===== src/hw/rtl/tap_pkg.sv =====
// Shared types and codes for the threshold alarm block.
`default_nettype none

package tap_pkg;

	// Default sizing
	localparam int unsigned NUM_JOBS_DEF         = 8;
	localparam int unsigned TICKS_PER_SECOND_DEF = 128;

	// Register reset value
	localparam logic [15:0] CHECK_INTERVAL_RST = 16'd128;

	// Command codes
	localparam logic CMD_WRITE = 1'b0;
	localparam logic CMD_CHECK = 1'b1;

	// Sensor source codes
	localparam logic [2:0] SRC_LIGHT = 3'd0;
	localparam logic [2:0] SRC_TEMP  = 3'd1;
	localparam logic [2:0] SRC_POWER = 3'd2;
	localparam logic [2:0] SRC_UPTIME = 3'd3;
	localparam logic [2:0] SRC_RSSI  = 3'd4;

	// Compare operator codes
	localparam logic [2:0] OP_GT = 3'd0;
	localparam logic [2:0] OP_GE = 3'd1;
	localparam logic [2:0] OP_LT = 3'd2;
	localparam logic [2:0] OP_LE = 3'd3;
	localparam logic [2:0] OP_EQ = 3'd4;

	// Request payload
	typedef struct packed {
		logic               command;
		logic [2:0]         job_index;
		logic               job_enable;
		logic [2:0]         job_source;
		logic [2:0]         job_operator;
		logic signed [31:0] job_threshold;
		logic [15:0]        job_duration_s;
		logic [15:0]        light_sample;
		logic signed [15:0] temperature_sample;
		logic [15:0]        power_sample;
		logic [30:0]        uptime_sample;
		logic signed [7:0]  rssi_sample;
	} tap_req_t;

	// Response payload
	typedef struct packed {
		logic [7:0] fired_mask;
		logic [7:0] active_mask;
	} tap_rsp_t;

	// One stored job
	typedef struct packed {
		logic [2:0]         source;
		logic [2:0]         oper;
		logic signed [31:0] threshold;
		logic [15:0]        duration;
	} tap_job_t;

	// Controller to datapath commands
	typedef struct packed {
		logic       load_job;
		logic       start_check;
		logic       issue;
		logic [2:0] idx;
	} tap_cmd_t;

	// Datapath to controller status
	typedef struct packed {
		logic s1_busy;
	} tap_stat_t;

endpackage

`default_nettype wire


===== src/hw/rtl/tap_dpath.sv =====
// Datapath: job table, elapsed counters and the two-stage compare and update pipe.
`default_nettype none

module tap_dpath #(
	parameter int unsigned NUM_JOBS         = tap_pkg::NUM_JOBS_DEF,
	parameter int unsigned TICKS_PER_SECOND = tap_pkg::TICKS_PER_SECOND_DEF
) (
	input  wire logic              clk,
	input  wire logic              arst_n,
	input  wire tap_pkg::tap_cmd_t cmd,
	input  wire tap_pkg::tap_req_t req,
	input  wire logic              cfg_we,
	input  wire logic [15:0]       cfg_data,
	output tap_pkg::tap_stat_t     stat,
	output tap_pkg::tap_rsp_t      rsp
);
	import tap_pkg::*;

	localparam int unsigned IDX_W = (NUM_JOBS > 1) ? $clog2(NUM_JOBS) : 1;
	localparam logic [15:0] TPS   = 16'(TICKS_PER_SECOND);

	// State
	logic [15:0]        interval_q;
	logic               valid_q    [NUM_JOBS];
	tap_job_t           settings_q [NUM_JOBS];
	logic [31:0]        elapsed_q  [NUM_JOBS];
	logic [15:0]        light_q;
	logic signed [15:0] temp_q;
	logic [15:0]        power_q;
	logic [30:0]        uptime_q;
	logic signed [7:0]  rssi_q;
	logic [7:0]         fired_q;
	logic [7:0]         active_q;

	// Pipe stage 1
	logic             v_s1;
	logic             en_s1;
	logic             met_s1;
	logic [31:0]      limit_s1;
	logic [IDX_W-1:0] idx_s1;

	logic             wr_ok;
	logic [IDX_W-1:0] wr_idx;
	logic [IDX_W-1:0] rd_idx;
	tap_job_t         rd;
	logic signed [31:0] sample_c;
	logic             src_ok;
	logic             cmp_c;
	logic [31:0]      limit_c;
	logic [32:0]      sum_c;
	logic [31:0]      new_el;
	logic             fire_c;

	assign wr_ok  = ({29'd0, req.job_index} < NUM_JOBS);
	assign wr_idx = req.job_index[IDX_W-1:0];
	assign rd_idx = cmd.idx[IDX_W-1:0];
	assign rd     = settings_q[rd_idx];

	// Sample selection
	always_comb begin
		src_ok   = 1'b1;
		sample_c = '0;
		unique case (rd.source)
			SRC_LIGHT:  sample_c = {16'd0, light_q};
			SRC_TEMP:   sample_c = {{16{temp_q[15]}}, temp_q};
			SRC_POWER:  sample_c = {16'd0, power_q};
			SRC_UPTIME: sample_c = {1'b0, uptime_q};
			SRC_RSSI:   sample_c = {{24{rssi_q[7]}}, rssi_q};
			default:    src_ok = 1'b0;
		endcase
	end

	// Threshold compare, unknown operator never met
	always_comb begin
		unique case (rd.oper)
			OP_GT:   cmp_c = sample_c >  rd.threshold;
			OP_GE:   cmp_c = sample_c >= rd.threshold;
			OP_LT:   cmp_c = sample_c <  rd.threshold;
			OP_LE:   cmp_c = sample_c <= rd.threshold;
			OP_EQ:   cmp_c = sample_c == rd.threshold;
			default: cmp_c = 1'b0;
		endcase
	end

	assign limit_c = {16'd0, rd.duration} * {16'd0, TPS};

	// Stage 2: saturating accumulate and fire test
	always_comb begin
		sum_c  = {1'b0, elapsed_q[idx_s1]} + {17'd0, interval_q};
		new_el = '0;
		if (met_s1) begin
			new_el = sum_c[32] ? '1 : sum_c[31:0];
		end
		fire_c = (new_el >= limit_s1);
	end

	// Config register and stage 1 valid
	always_ff @(posedge clk or negedge arst_n) begin
		if (!arst_n) begin
			interval_q <= CHECK_INTERVAL_RST;
			v_s1       <= 1'b0;
		end else begin
			if (cfg_we) begin
				interval_q <= cfg_data;
			end
			v_s1 <= cmd.issue;
		end
	end

	// Job valid bits and elapsed counters
	always_ff @(posedge clk or negedge arst_n) begin
		if (!arst_n) begin
			for (int i = 0; i < NUM_JOBS; i++) begin
				valid_q[i]   <= 1'b0;
				elapsed_q[i] <= '0;
			end
		end else begin
			priority if (cmd.load_job && wr_ok) begin
				valid_q[wr_idx]   <= req.job_enable;
				elapsed_q[wr_idx] <= '0;
			end else if (v_s1 && en_s1) begin
				elapsed_q[idx_s1] <= fire_c ? 32'd0 : new_el;
			end
		end
	end

	// Job settings, no reset
	always_ff @(posedge clk) begin
		if (cmd.load_job && wr_ok) begin
			settings_q[wr_idx] <= '{source:    req.job_source,
			                       oper:      req.job_operator,
			                       threshold: req.job_threshold,
			                       duration:  req.job_duration_s};
		end
	end

	// Sample capture, stage 1 payload, result masks
	always_ff @(posedge clk) begin
		if (cmd.start_check) begin
			light_q  <= req.light_sample;
			temp_q   <= req.temperature_sample;
			power_q  <= req.power_sample;
			uptime_q <= req.uptime_sample;
			rssi_q   <= req.rssi_sample;
			fired_q  <= '0;
			active_q <= '0;
		end else if (v_s1 && en_s1) begin
			fired_q[idx_s1]  <= fire_c;
			active_q[idx_s1] <= met_s1;
		end
		if (cmd.issue) begin
			en_s1    <= valid_q[rd_idx];
			met_s1   <= src_ok && cmp_c;
			limit_s1 <= limit_c;
			idx_s1   <= rd_idx;
		end
	end

	assign stat.s1_busy    = v_s1;
	assign rsp.fired_mask  = fired_q;
	assign rsp.active_mask = active_q;

endmodule

`default_nettype wire


===== src/hw/rtl/tap_ctrl.sv =====
// Controller: sequences a check over the job table and holds the response valid.
`default_nettype none

module tap_ctrl #(
	parameter int unsigned NUM_JOBS = tap_pkg::NUM_JOBS_DEF
) (
	input  wire logic               clk,
	input  wire logic               arst_n,
	input  wire logic               req_valid,
	input  wire logic               req_command,
	output logic                    req_stall,
	output logic                    rsp_valid,
	input  wire logic               rsp_stall,
	input  wire tap_pkg::tap_stat_t stat,
	output tap_pkg::tap_cmd_t       cmd
);
	import tap_pkg::*;

	localparam int unsigned IDX_W = (NUM_JOBS > 1) ? $clog2(NUM_JOBS) : 1;
	localparam logic [IDX_W-1:0] LAST = IDX_W'(NUM_JOBS - 1);

	typedef enum logic [1:0] {
		IDLE,
		SCAN,
		DRAIN,
		DONE
	} state_t;

	state_t           state_q;
	logic [IDX_W-1:0] cnt_q;
	logic             rsp_valid_q;
	logic             take;

	assign req_stall = (state_q != IDLE);
	assign take      = req_valid && !req_stall;
	assign rsp_valid = rsp_valid_q;

	// Commands to the datapath
	always_comb begin
		cmd             = '0;
		cmd.load_job    = take && (req_command == CMD_WRITE);
		cmd.start_check = take && (req_command == CMD_CHECK);
		cmd.issue       = (state_q == SCAN);
		cmd.idx         = 3'(cnt_q);
	end

	// State and registered outputs
	always_ff @(posedge clk or negedge arst_n) begin
		if (!arst_n) begin
			state_q     <= IDLE;
			cnt_q       <= '0;
			rsp_valid_q <= 1'b0;
		end else begin
			unique case (state_q)
				IDLE: begin
					cnt_q <= '0;
					if (cmd.start_check) begin
						state_q <= SCAN;
					end
				end
				SCAN: begin
					if (cnt_q == LAST) begin
						state_q <= DRAIN;
					end else begin
						cnt_q <= cnt_q + IDX_W'(1);
					end
				end
				DRAIN: begin
					// last job leaves the update stage here
					if (stat.s1_busy) begin
						state_q     <= DONE;
						rsp_valid_q <= 1'b1;
					end
				end
				DONE: begin
					if (!rsp_stall) begin
						state_q     <= IDLE;
						rsp_valid_q <= 1'b0;
					end
				end
				default: state_q <= IDLE;
			endcase
		end
	end

endmodule

`default_nettype wire


===== src/hw/rtl/threshold_alarm_with_persistence.sv =====
// Top level of the threshold alarm table with hold time.
`default_nettype none

// Alarm table of NUM_JOBS jobs. A write request loads one job slot and clears
// its elapsed time and returns no response. A check request latches the five
// samples and walks the table one job per cycle through a two-stage pipe
// (select and compare, then accumulate and fire test) before its response is
// offered; the next request is taken in the cycle after the response transfer.
// The job walk sets the length of a check: the table has one read port.
// check_interval_ticks may be written at any cycle while no check is running.
// There is no clearing pass after reset.
module threshold_alarm_with_persistence #(
	parameter int unsigned NUM_JOBS         = tap_pkg::NUM_JOBS_DEF,
	parameter int unsigned TICKS_PER_SECOND = tap_pkg::TICKS_PER_SECOND_DEF
) (
	input  wire logic              clk,
	input  wire logic              arst_n,
	input  wire logic              req_valid,
	output logic                   req_stall,
	input  wire tap_pkg::tap_req_t req,
	output logic                   rsp_valid,
	input  wire logic              rsp_stall,
	output tap_pkg::tap_rsp_t      rsp,
	input  wire logic              cfg_valid,
	output logic                   cfg_ready,
	input  wire logic [15:0]       cfg_data
);
	import tap_pkg::*;

	tap_cmd_t  cmd;
	tap_stat_t stat;

	assign cfg_ready = 1'b1;

	tap_ctrl #(
		.NUM_JOBS (NUM_JOBS)
	) u_ctrl (
		.clk         (clk),
		.arst_n      (arst_n),
		.req_valid   (req_valid),
		.req_command (req.command),
		.req_stall   (req_stall),
		.rsp_valid   (rsp_valid),
		.rsp_stall   (rsp_stall),
		.stat        (stat),
		.cmd         (cmd)
	);

	tap_dpath #(
		.NUM_JOBS         (NUM_JOBS),
		.TICKS_PER_SECOND (TICKS_PER_SECOND)
	) u_dpath (
		.clk      (clk),
		.arst_n   (arst_n),
		.cmd      (cmd),
		.req      (req),
		.cfg_we   (cfg_valid && cfg_ready),
		.cfg_data (cfg_data),
		.stat     (stat),
		.rsp      (rsp)
	);

`ifndef SYNTHESIS
	// no request transfer while a response is offered
	assert property (@(posedge clk) disable iff (!arst_n) rsp_valid |-> req_stall)
		else $error("request taken while response pending");

	// a check transfer starts a walk, no response in the next cycle
	assert property (@(posedge clk) disable iff (!arst_n)
		req_valid && !req_stall && req.command == CMD_CHECK |=> req_stall && !rsp_valid)
		else $error("check did not start a table walk");

	// mask bits for slots beyond the table stay clear
	assert property (@(posedge clk) disable iff (!arst_n)
		rsp_valid |-> ((16'(rsp.fired_mask) >> NUM_JOBS) == 16'd0)
		&& ((16'(rsp.active_mask) >> NUM_JOBS) == 16'd0))
		else $error("mask bit set beyond NUM_JOBS");
`endif

endmodule

`default_nettype wire


===== config.mk =====
export PLATFORM = sky130hd
export DESIGN_NAME = threshold_alarm_with_persistence
export DESIGN_NICKNAME = d
export VERILOG_FILES = /design/src/hw/rtl/tap_pkg.sv /design/src/hw/rtl/tap_dpath.sv /design/src/hw/rtl/tap_ctrl.sv /design/src/hw/rtl/threshold_alarm_with_persistence.sv
export SDC_FILE = /design/constraint.sdc
export NUM_CORES = 1
export LEC_CHECK = 0
export BUFFER_PORTS_ARGS = -buffer_cell sky130_fd_sc_hd__buf_2
export CORE_ASPECT_RATIO = 0.8
export CORE_UTILIZATION = 55
export CTS_BUF_LIST = sky130_fd_sc_hd__clkbuf_8
export DETAILED_ROUTE_END_ITERATION = 6
export PLACE_DENSITY = 0.73
export SETUP_SLACK_MARGIN = 0.3
export SLEW_MARGIN = 15
export SYNTH_ARGS = -nofsm -noshare
export SYNTH_HDL_FRONTEND = slang
export SYNTH_HIERARCHICAL = 1
export SYNTH_SLANG_ARGS = --single-unit

===== constraint.sdc =====
create_clock -name clk -period 10.1 [get_ports clk]
set_input_delay 0.505 -clock clk [delete_from_list [all_inputs] [get_ports clk]]
set_output_delay 0.505 -clock clk [all_outputs]
set_load 0.005 [all_outputs]

; ---- After elaboration in Yosys (flattened, before gate mapping)
; Memories as Yosys holds them, arrays and structs flattened.
; Cells that the tools add are included.
[totals]
mem_count = 1
mem_bits_rw = 432
in_bits = 167
wordCells = 129
ff_bits = 411
[op_classes]
n_reduce_logical = 20
n_bitwise = 6
eq_ne = 18
n_mux = 38
n_lt_le_gt_ge = 12
addsub = 2
[memory_table]
columns = name, words, width, rd, rd_ports_with_merged_regs, wr, line_no
row1 = u_dpath.settings_q, 8, 54, 1, 0, 1, tap_dpath.sv:25  ; tap_job_t settings_q [NUM_JOBS];
[op_table]
columns = operator, n
row1 = 2-to-1 mux 256 bit, 2
row2 = bitwise AND 256 bit, 1
row3 = bitwise mux 256 bit, 1
row4 = NOT 256 bit, 1
row5 = 2-to-1 mux 32 bit, 7
row6 = demux 32 bit (select 3 bit), 2
row7 = one-hot mux 32 bit (5 select lines), 1
row8 = binary-select mux 32 bit (select 3 bit), 1
row9 = adder 32 x 16 -> 33 bit, 1
row10 = equality test 32 bit, 1
row11 = greater-or-equal comparator 32 x 23 -> 1 bit, 1
row12 = greater-or-equal comparator 32 bit, 1
row13 = > comparator 32 bit, 1
row14 = less-or-equal comparator 32 bit, 1
row15 = < comparator 32 bit, 1
row16 = bitwise mux 8 bit, 3
row17 = "equality test 3 x 2 -> 1 bit, second input constant", 4
row18 = "greater-or-equal comparator 4 bit, second input constant", 3
row19 = NOT 3 -> 4 bit, 3
row20 = "equality test 3 bit, second input constant", 3
row21 = 2-to-1 mux 1 bit, 9
row22 = logical AND 1 bit, 8
row23 = "< comparator 4 x 1 -> 1 bit, second input constant", 2
row24 = 2-to-1 mux 2 bit, 4
row25 = 24 further kinds, 34

; ---- Logic depth before layout (Yosys ltp)
[depth]
depth_word = 12
depth_mapped = 31
ltp_nobuf = 25

; ---- By module
; Netlist, hierarchy kept.
[modules_own_cells]
columns = module, cells_per_inst, seq_area_each_um2, n_inst, area_each_um2
row1 = tap_dpath, 2348, 23568.9, 1, 36028.3
row2 = tap_ctrl, 37, 150.1, 1, 414.1
row3 = threshold_alarm_with_persistence, 2, 0.0, 1, 11.3

; ---- Worst setup path after synthesis
; OpenSTA, ideal clock, no wires.
[synth_path]
path_type = reg2reg
start = register u_dpath.idx_s1[2]
end = register u_dpath/elapsed_q[145] (netlist bit)
setup_time_ns = 0.096
period_less_slack_ns = 7.276
t_required_ns = 10.004
stages_incl_launch_ff = 31
t_arrival_ns = 7.180
setup_slack_ns = 2.824
path_cell_list = edfxtp_1 -> buf_2 -> buf_2 -> clkbuf_1 -> buf_1 -> nor3_1 -> clkbuf_1 -> a22oi_1 -> nand4_1 -> ha_1 -> fa_1 -> a211oi_1 -> o41ai_1 -> a221o_1 -> a311oi_1 -> or3_1 -> nor4_2 -> buf_2 -> nor2_1 -> nor2_1 -> ha_1 -> a21o_1 -> a21o_1 -> a221oi_1 -> o2111a_1 -> a311oi_1 -> o31ai_1 -> nand4_1 -> buf_4 -> buf_6 -> o31ai_1
[synth_between]
elab_chain_len = 12
word_cells_on_any_way = 17
classes_between = add/sub: 1 / order compare: 3 / mux: 11 / bitwise: 1 / reduce/logical: 1
[synth_rtl]
columns = element, line_no
row1 = start: declaration, tap_dpath.sv:40  ; logic [IDX_W-1:0] idx_s1;
row2 = start signal: assignment, tap_dpath.sv:155  ; idx_s1 <= rd_idx;
row3 = NOT 3 -> 4 bit (*), "tap_dpath.sv:89, tap_dpath.sv:122"
row4 = binary-select mux 32 bit (select 3 bit), tap_dpath.sv:89  ; sum_c = {1'b0, elapsed_q[idx_s1]} + {17'd0, interval_q};
row5 = 2-to-1 mux 32 bit (implied by the code) (2 in series), tap_dpath.sv:89
row6 = adder 32 x 16 -> 33 bit, tap_dpath.sv:89
row7 = 2-to-1 mux 32 bit, tap_dpath.sv:92  ; new_el = sum_c[32] ? '1 : sum_c[31:0];
row8 = 2-to-1 mux 32 bit, tap_dpath.sv:91  ; if (met_s1) begin
row9 = greater-or-equal comparator 32 x 23 -> 1 bit, tap_dpath.sv:94  ; fire_c = (new_el >= limit_s1);
row10 = 2-to-1 mux 32 bit, tap_dpath.sv:122  ; elapsed_q[idx_s1] <= fire_c ? 32'd0 : new_el;
row11 = bitwise mux 256 bit (*), tap_dpath.sv:122
row12 = 2-to-1 mux 256 bit (*), tap_dpath.sv:121  ; end else if (v_s1 && en_s1) begin
row13 = 2-to-1 mux 256 bit (*), tap_dpath.sv:118  ; priority if (cmd.load_job && wr_ok) begin
row14 = end signal: indexed assignment, tap_dpath.sv:122
row15 = end: declaration, tap_dpath.sv:26  ; logic [31:0] elapsed_q [NUM_JOBS];
; Every way passes the cells marked *; elsewhere a longest branch is shown, timed or not. The select of a mux whose other input is x is not followed.
; A chain may end at the register's enable or synchronous reset.

; ---- Final worst setup path
[layout_path]
start = register u_dpath.idx_s1[2]
end = register u_dpath/elapsed_q[231] (netlist bit)
; Same word-level chain as after synthesis.

==> qor.yml <==
ctsResizeCount: 0
cts_tree: "yes"
worst_slack_ps: 1746
fin_cells: 3738
grt_use_total_pct: 27.26
cp.required_ps: 10710
powerDensity_nw_per_um2: 241.6
finalClockSkew_ps: 37.27
ctsHoldBuffers: 159
r2r_start: "u_dpath/idx_s1[2]"
rows: 84
ir_worst_vdd_uv: 159.0
worst_pin_slew_ps: 1198
syn-instance-count: 2387
power.leakage_nw: 16.40
synth_edf_count: 540
setup_tns_ps: 0
cpMaxStageDelayCell: "edfxtp_1"
p_comb_share_pct: 31.1
startpoint_type: "register"
total_power_mw: 10.24
run_status: "finished clean"
coreArea_sq_um: 65580
grt_pass1_wl_mm: 138.8
internal_power_mw: 6.750
muxShareOfSynthArea_pct: 12.54
ys.flop_type: "edfxtp_1"
grt-ovfl-total: 0
synth_compound_area_share_pct: 10.10
syn_nets: 2625
synthArstFlopShare_pct: 34.05
synth_top_family_by_area: "multiplexers"
die_y_um: 232.3
cpPeakStageDelay_ps: 740
critPathMaxFanout: 68
wl_mm: 90.40
p_sw_mw: 3.493
clkSinkCount: 843
ys_types: 83
place_congestion: 0.8954
vias: 23100
synth-adder-area-share_pct: 2.458
pwr-share-seq_pct: 42.1
hold_class: "primary input to register"
num-fill-cells: 4704
place_area_sq_um: 38330
period_share_pct: 82.71
layout.nets: 3017
placed_cells: 3348
die-width_um: 289.8
drcViolationCount: 0
ys_seq_area_share_pct: 65.07
avgSynthCellArea_sq_um: 15.27
yosys_warnings: 6
drv_cap: 0
synth-xor-area-share_pct: 0.5045
ff_latch_area_sq_um: 23730
cp-startpoint: "u_dpath/idx_s1[2]"
post_cts_buffers: 0
cpMostUsedCell: "buf_4"
final-max-slew-violation-count: 0
dp_hpwl_mm: 53.57
multi_input_area_sq_um: 12050
clockBufferDepth: 3
hp-start: "req[141]"
drt_iter0_drc: 2164
htree_levels: 4
first_global_vias: 23700
syn_area_sq_um: 36450
viasPerCell: 6.179
ant_nets: 0
first_pass_iters: 6
drive_gt1_share_pct: 24.81
fin_crit_ps: 8354
rsz0062_at_grt: "false"
design.die.area_sq_um: 67320
start_util_pct: 55.58
grt_start_max_net_pins: 100
arrival_ps: 8970
cts_made_buffers: 130
antenna_found_initial: 6
final_cell_area_sq_um: 42400
crit_path_end_kind: "register"
setup_viol: 0
pre_cts_slack_ps: 1922
clock_latency_ps: 780
clk_pin_slew_worst_paths_ps: 60
crit_type: "register to register"
max_freq_ghz: 0.1197
synth-seq-cells: 843
p_sw_share_pct: 34.10
relSlewSlack_pct: 20.16
synth-simple-area-share_pct: 7.064
timing.final.hold_violations: 0
io_buffers: 184
area_delta_synth_final_pct: 16.31
wl_per_cell_um: 24.18
ios: 186
cts-root-buf: "clkbuf_8"
p_clk_share_pct: 26.7
## kinds of logic (layout without fill, tap and decap cells)
family	count (synthesis)	in the layout
other cells	1	5
simple gates	543	543
xor+xnor	21	21
flops	843	843
fa+ha+maj	71	71
compound gates	461	461
mux	279	279
buf+inv	168	655
## state kept, by name, summed over array words and instances, names as in the netlist
register            cells
u_ctrl/cnt_q            3
u_ctrl/rsp_valid        1
u_ctrl/state_q          2
u_dpath/active_q        8
u_dpath/elapsed_q     256
u_dpath/en_s1           1
u_dpath/fired_q         8
u_dpath/idx_s1          3
u_dpath/interval_q     16
u_dpath/light_q        16
u_dpath/limit_s1       16
u_dpath/met_s1          1
u_dpath/power_q        16
u_dpath/rssi_q          8
u_dpath/settings_q    432
u_dpath/stat            1
u_dpath/temp_q         16
u_dpath/uptime_q       31
u_dpath/valid_q         8
## power by group through the flow
stage | registers, mW | clock network [mW] | logic (mW)
after floorplan | 4.25 | 0 | 2.24
after global placement | 4.36 | 0 | 2.98
after detailed placement | 4.38 | 0 | 3.09
after CTS | 4.31 | 2.78 | 3.16
after global routing | 4.35 | 2.94 | 3.44
final | 4.31 | 2.74 | 3.19
## cells in the mapped netlist, types with 10 or more instances
library cell  instances  area, sq um
edfxtp_1            540        16220
dfrtp_1             286         7157
nand2_1             235        882.1
mux4_2              136         3063
o31ai_1             115        863.3
nor2_1              106        397.9
clkbuf_1             87        326.6
mux2i_1              84        840.8
and2_1               79        494.2
o31ai_2              73        913.4
ha_1                 70        875.8
a21oi_1              57        285.3
mux2_2               55        619.3
a22oi_1              50        375.4
a21o_1               44        330.3
o21ai_0              27        135.1
inv_1                23        86.33
nand4_1              22        137.6
buf_6                20        225.2
buf_1                19        71.32
nand3_1              17        85.08
dfxtp_1              16        320.3
nor3_1               16        80.08
a211oi_1             14        105.1
o22ai_1              14        87.58
xnor2_1              14        122.6
a221oi_1             13        113.9
and3_1               12        75.07
buf_2                11        55.05
nand2b_1             10        62.56
nor2b_1              10        62.56
## cells in the final DEF (no fill, tap or decap), drive strengths merged, types with 70 or more instances in the layout
cell,count
mux4,136
dlygate4sd3,159
clkbuf,138
o31ai,188
dfrtp,286
nand2,235
mux2i,84
and2,80
nor2,106
ha,70
edfxtp,540
inv,72
buf,243
## through the flow
step	util, %	hold slack, ps
final	64.65	82.83
after detailed placement	58.45	466.1
after global placement	58.45	453.9
after floorplan	-	209.4
after global routing	64.65	76.22
after CTS	64.63	16.29
## area by class of cell
cell class	count	area share, %
diodes	4	0.02361
clock buffers	138	4.480
clock inverters	89	1.337
inverters	26	0.2302
multi-input cells	1376	28.43
flip-flops and latches	843	55.97
well taps	860	2.538
repair buffers	402	6.994
## critical path, delay by kind of cell (launching register included)
family                     cells  cell delay [ps]
AOI/OAI and AO/OA             11             2840
buffers and inverters          5             1830
and+or+nand+nor                9             1720
adders and majority gates      3             1010
DFF                            1              740
## routing by layer
metal,vias up,part of all wire [%],GRT usage (%),wire (um)
met5,-,0.023,0,21
met4,4,2.8,10.74,2492
met3,195,8.2,5.235,7391
met2,1071,47,42.49,42220
met1,11770,42,38.25,38280
li1,10060,-,-,-
## worst paths after layout
| path | to | slack (ps) | cells after the start |
|---|---|---|---|
| hold reg to reg | u_dpath/elapsed_q[179] | 480 | 2 |
| setup / recovery | u_dpath/elapsed_q[231] | 1750 | 28 |
| hold / removal | u_dpath/valid_q[0] | 80 | 2 |
| max in group asynchronous | u_dpath/valid_q[7] | 7670 | 4 |
| setup reg to reg | u_dpath/elapsed_q[231] | 1750 | 28 |
| min in group asynchronous | u_dpath/elapsed_q[132] | 370 | 2 |
No activity file was read; power rests on OpenSTA's default activity.
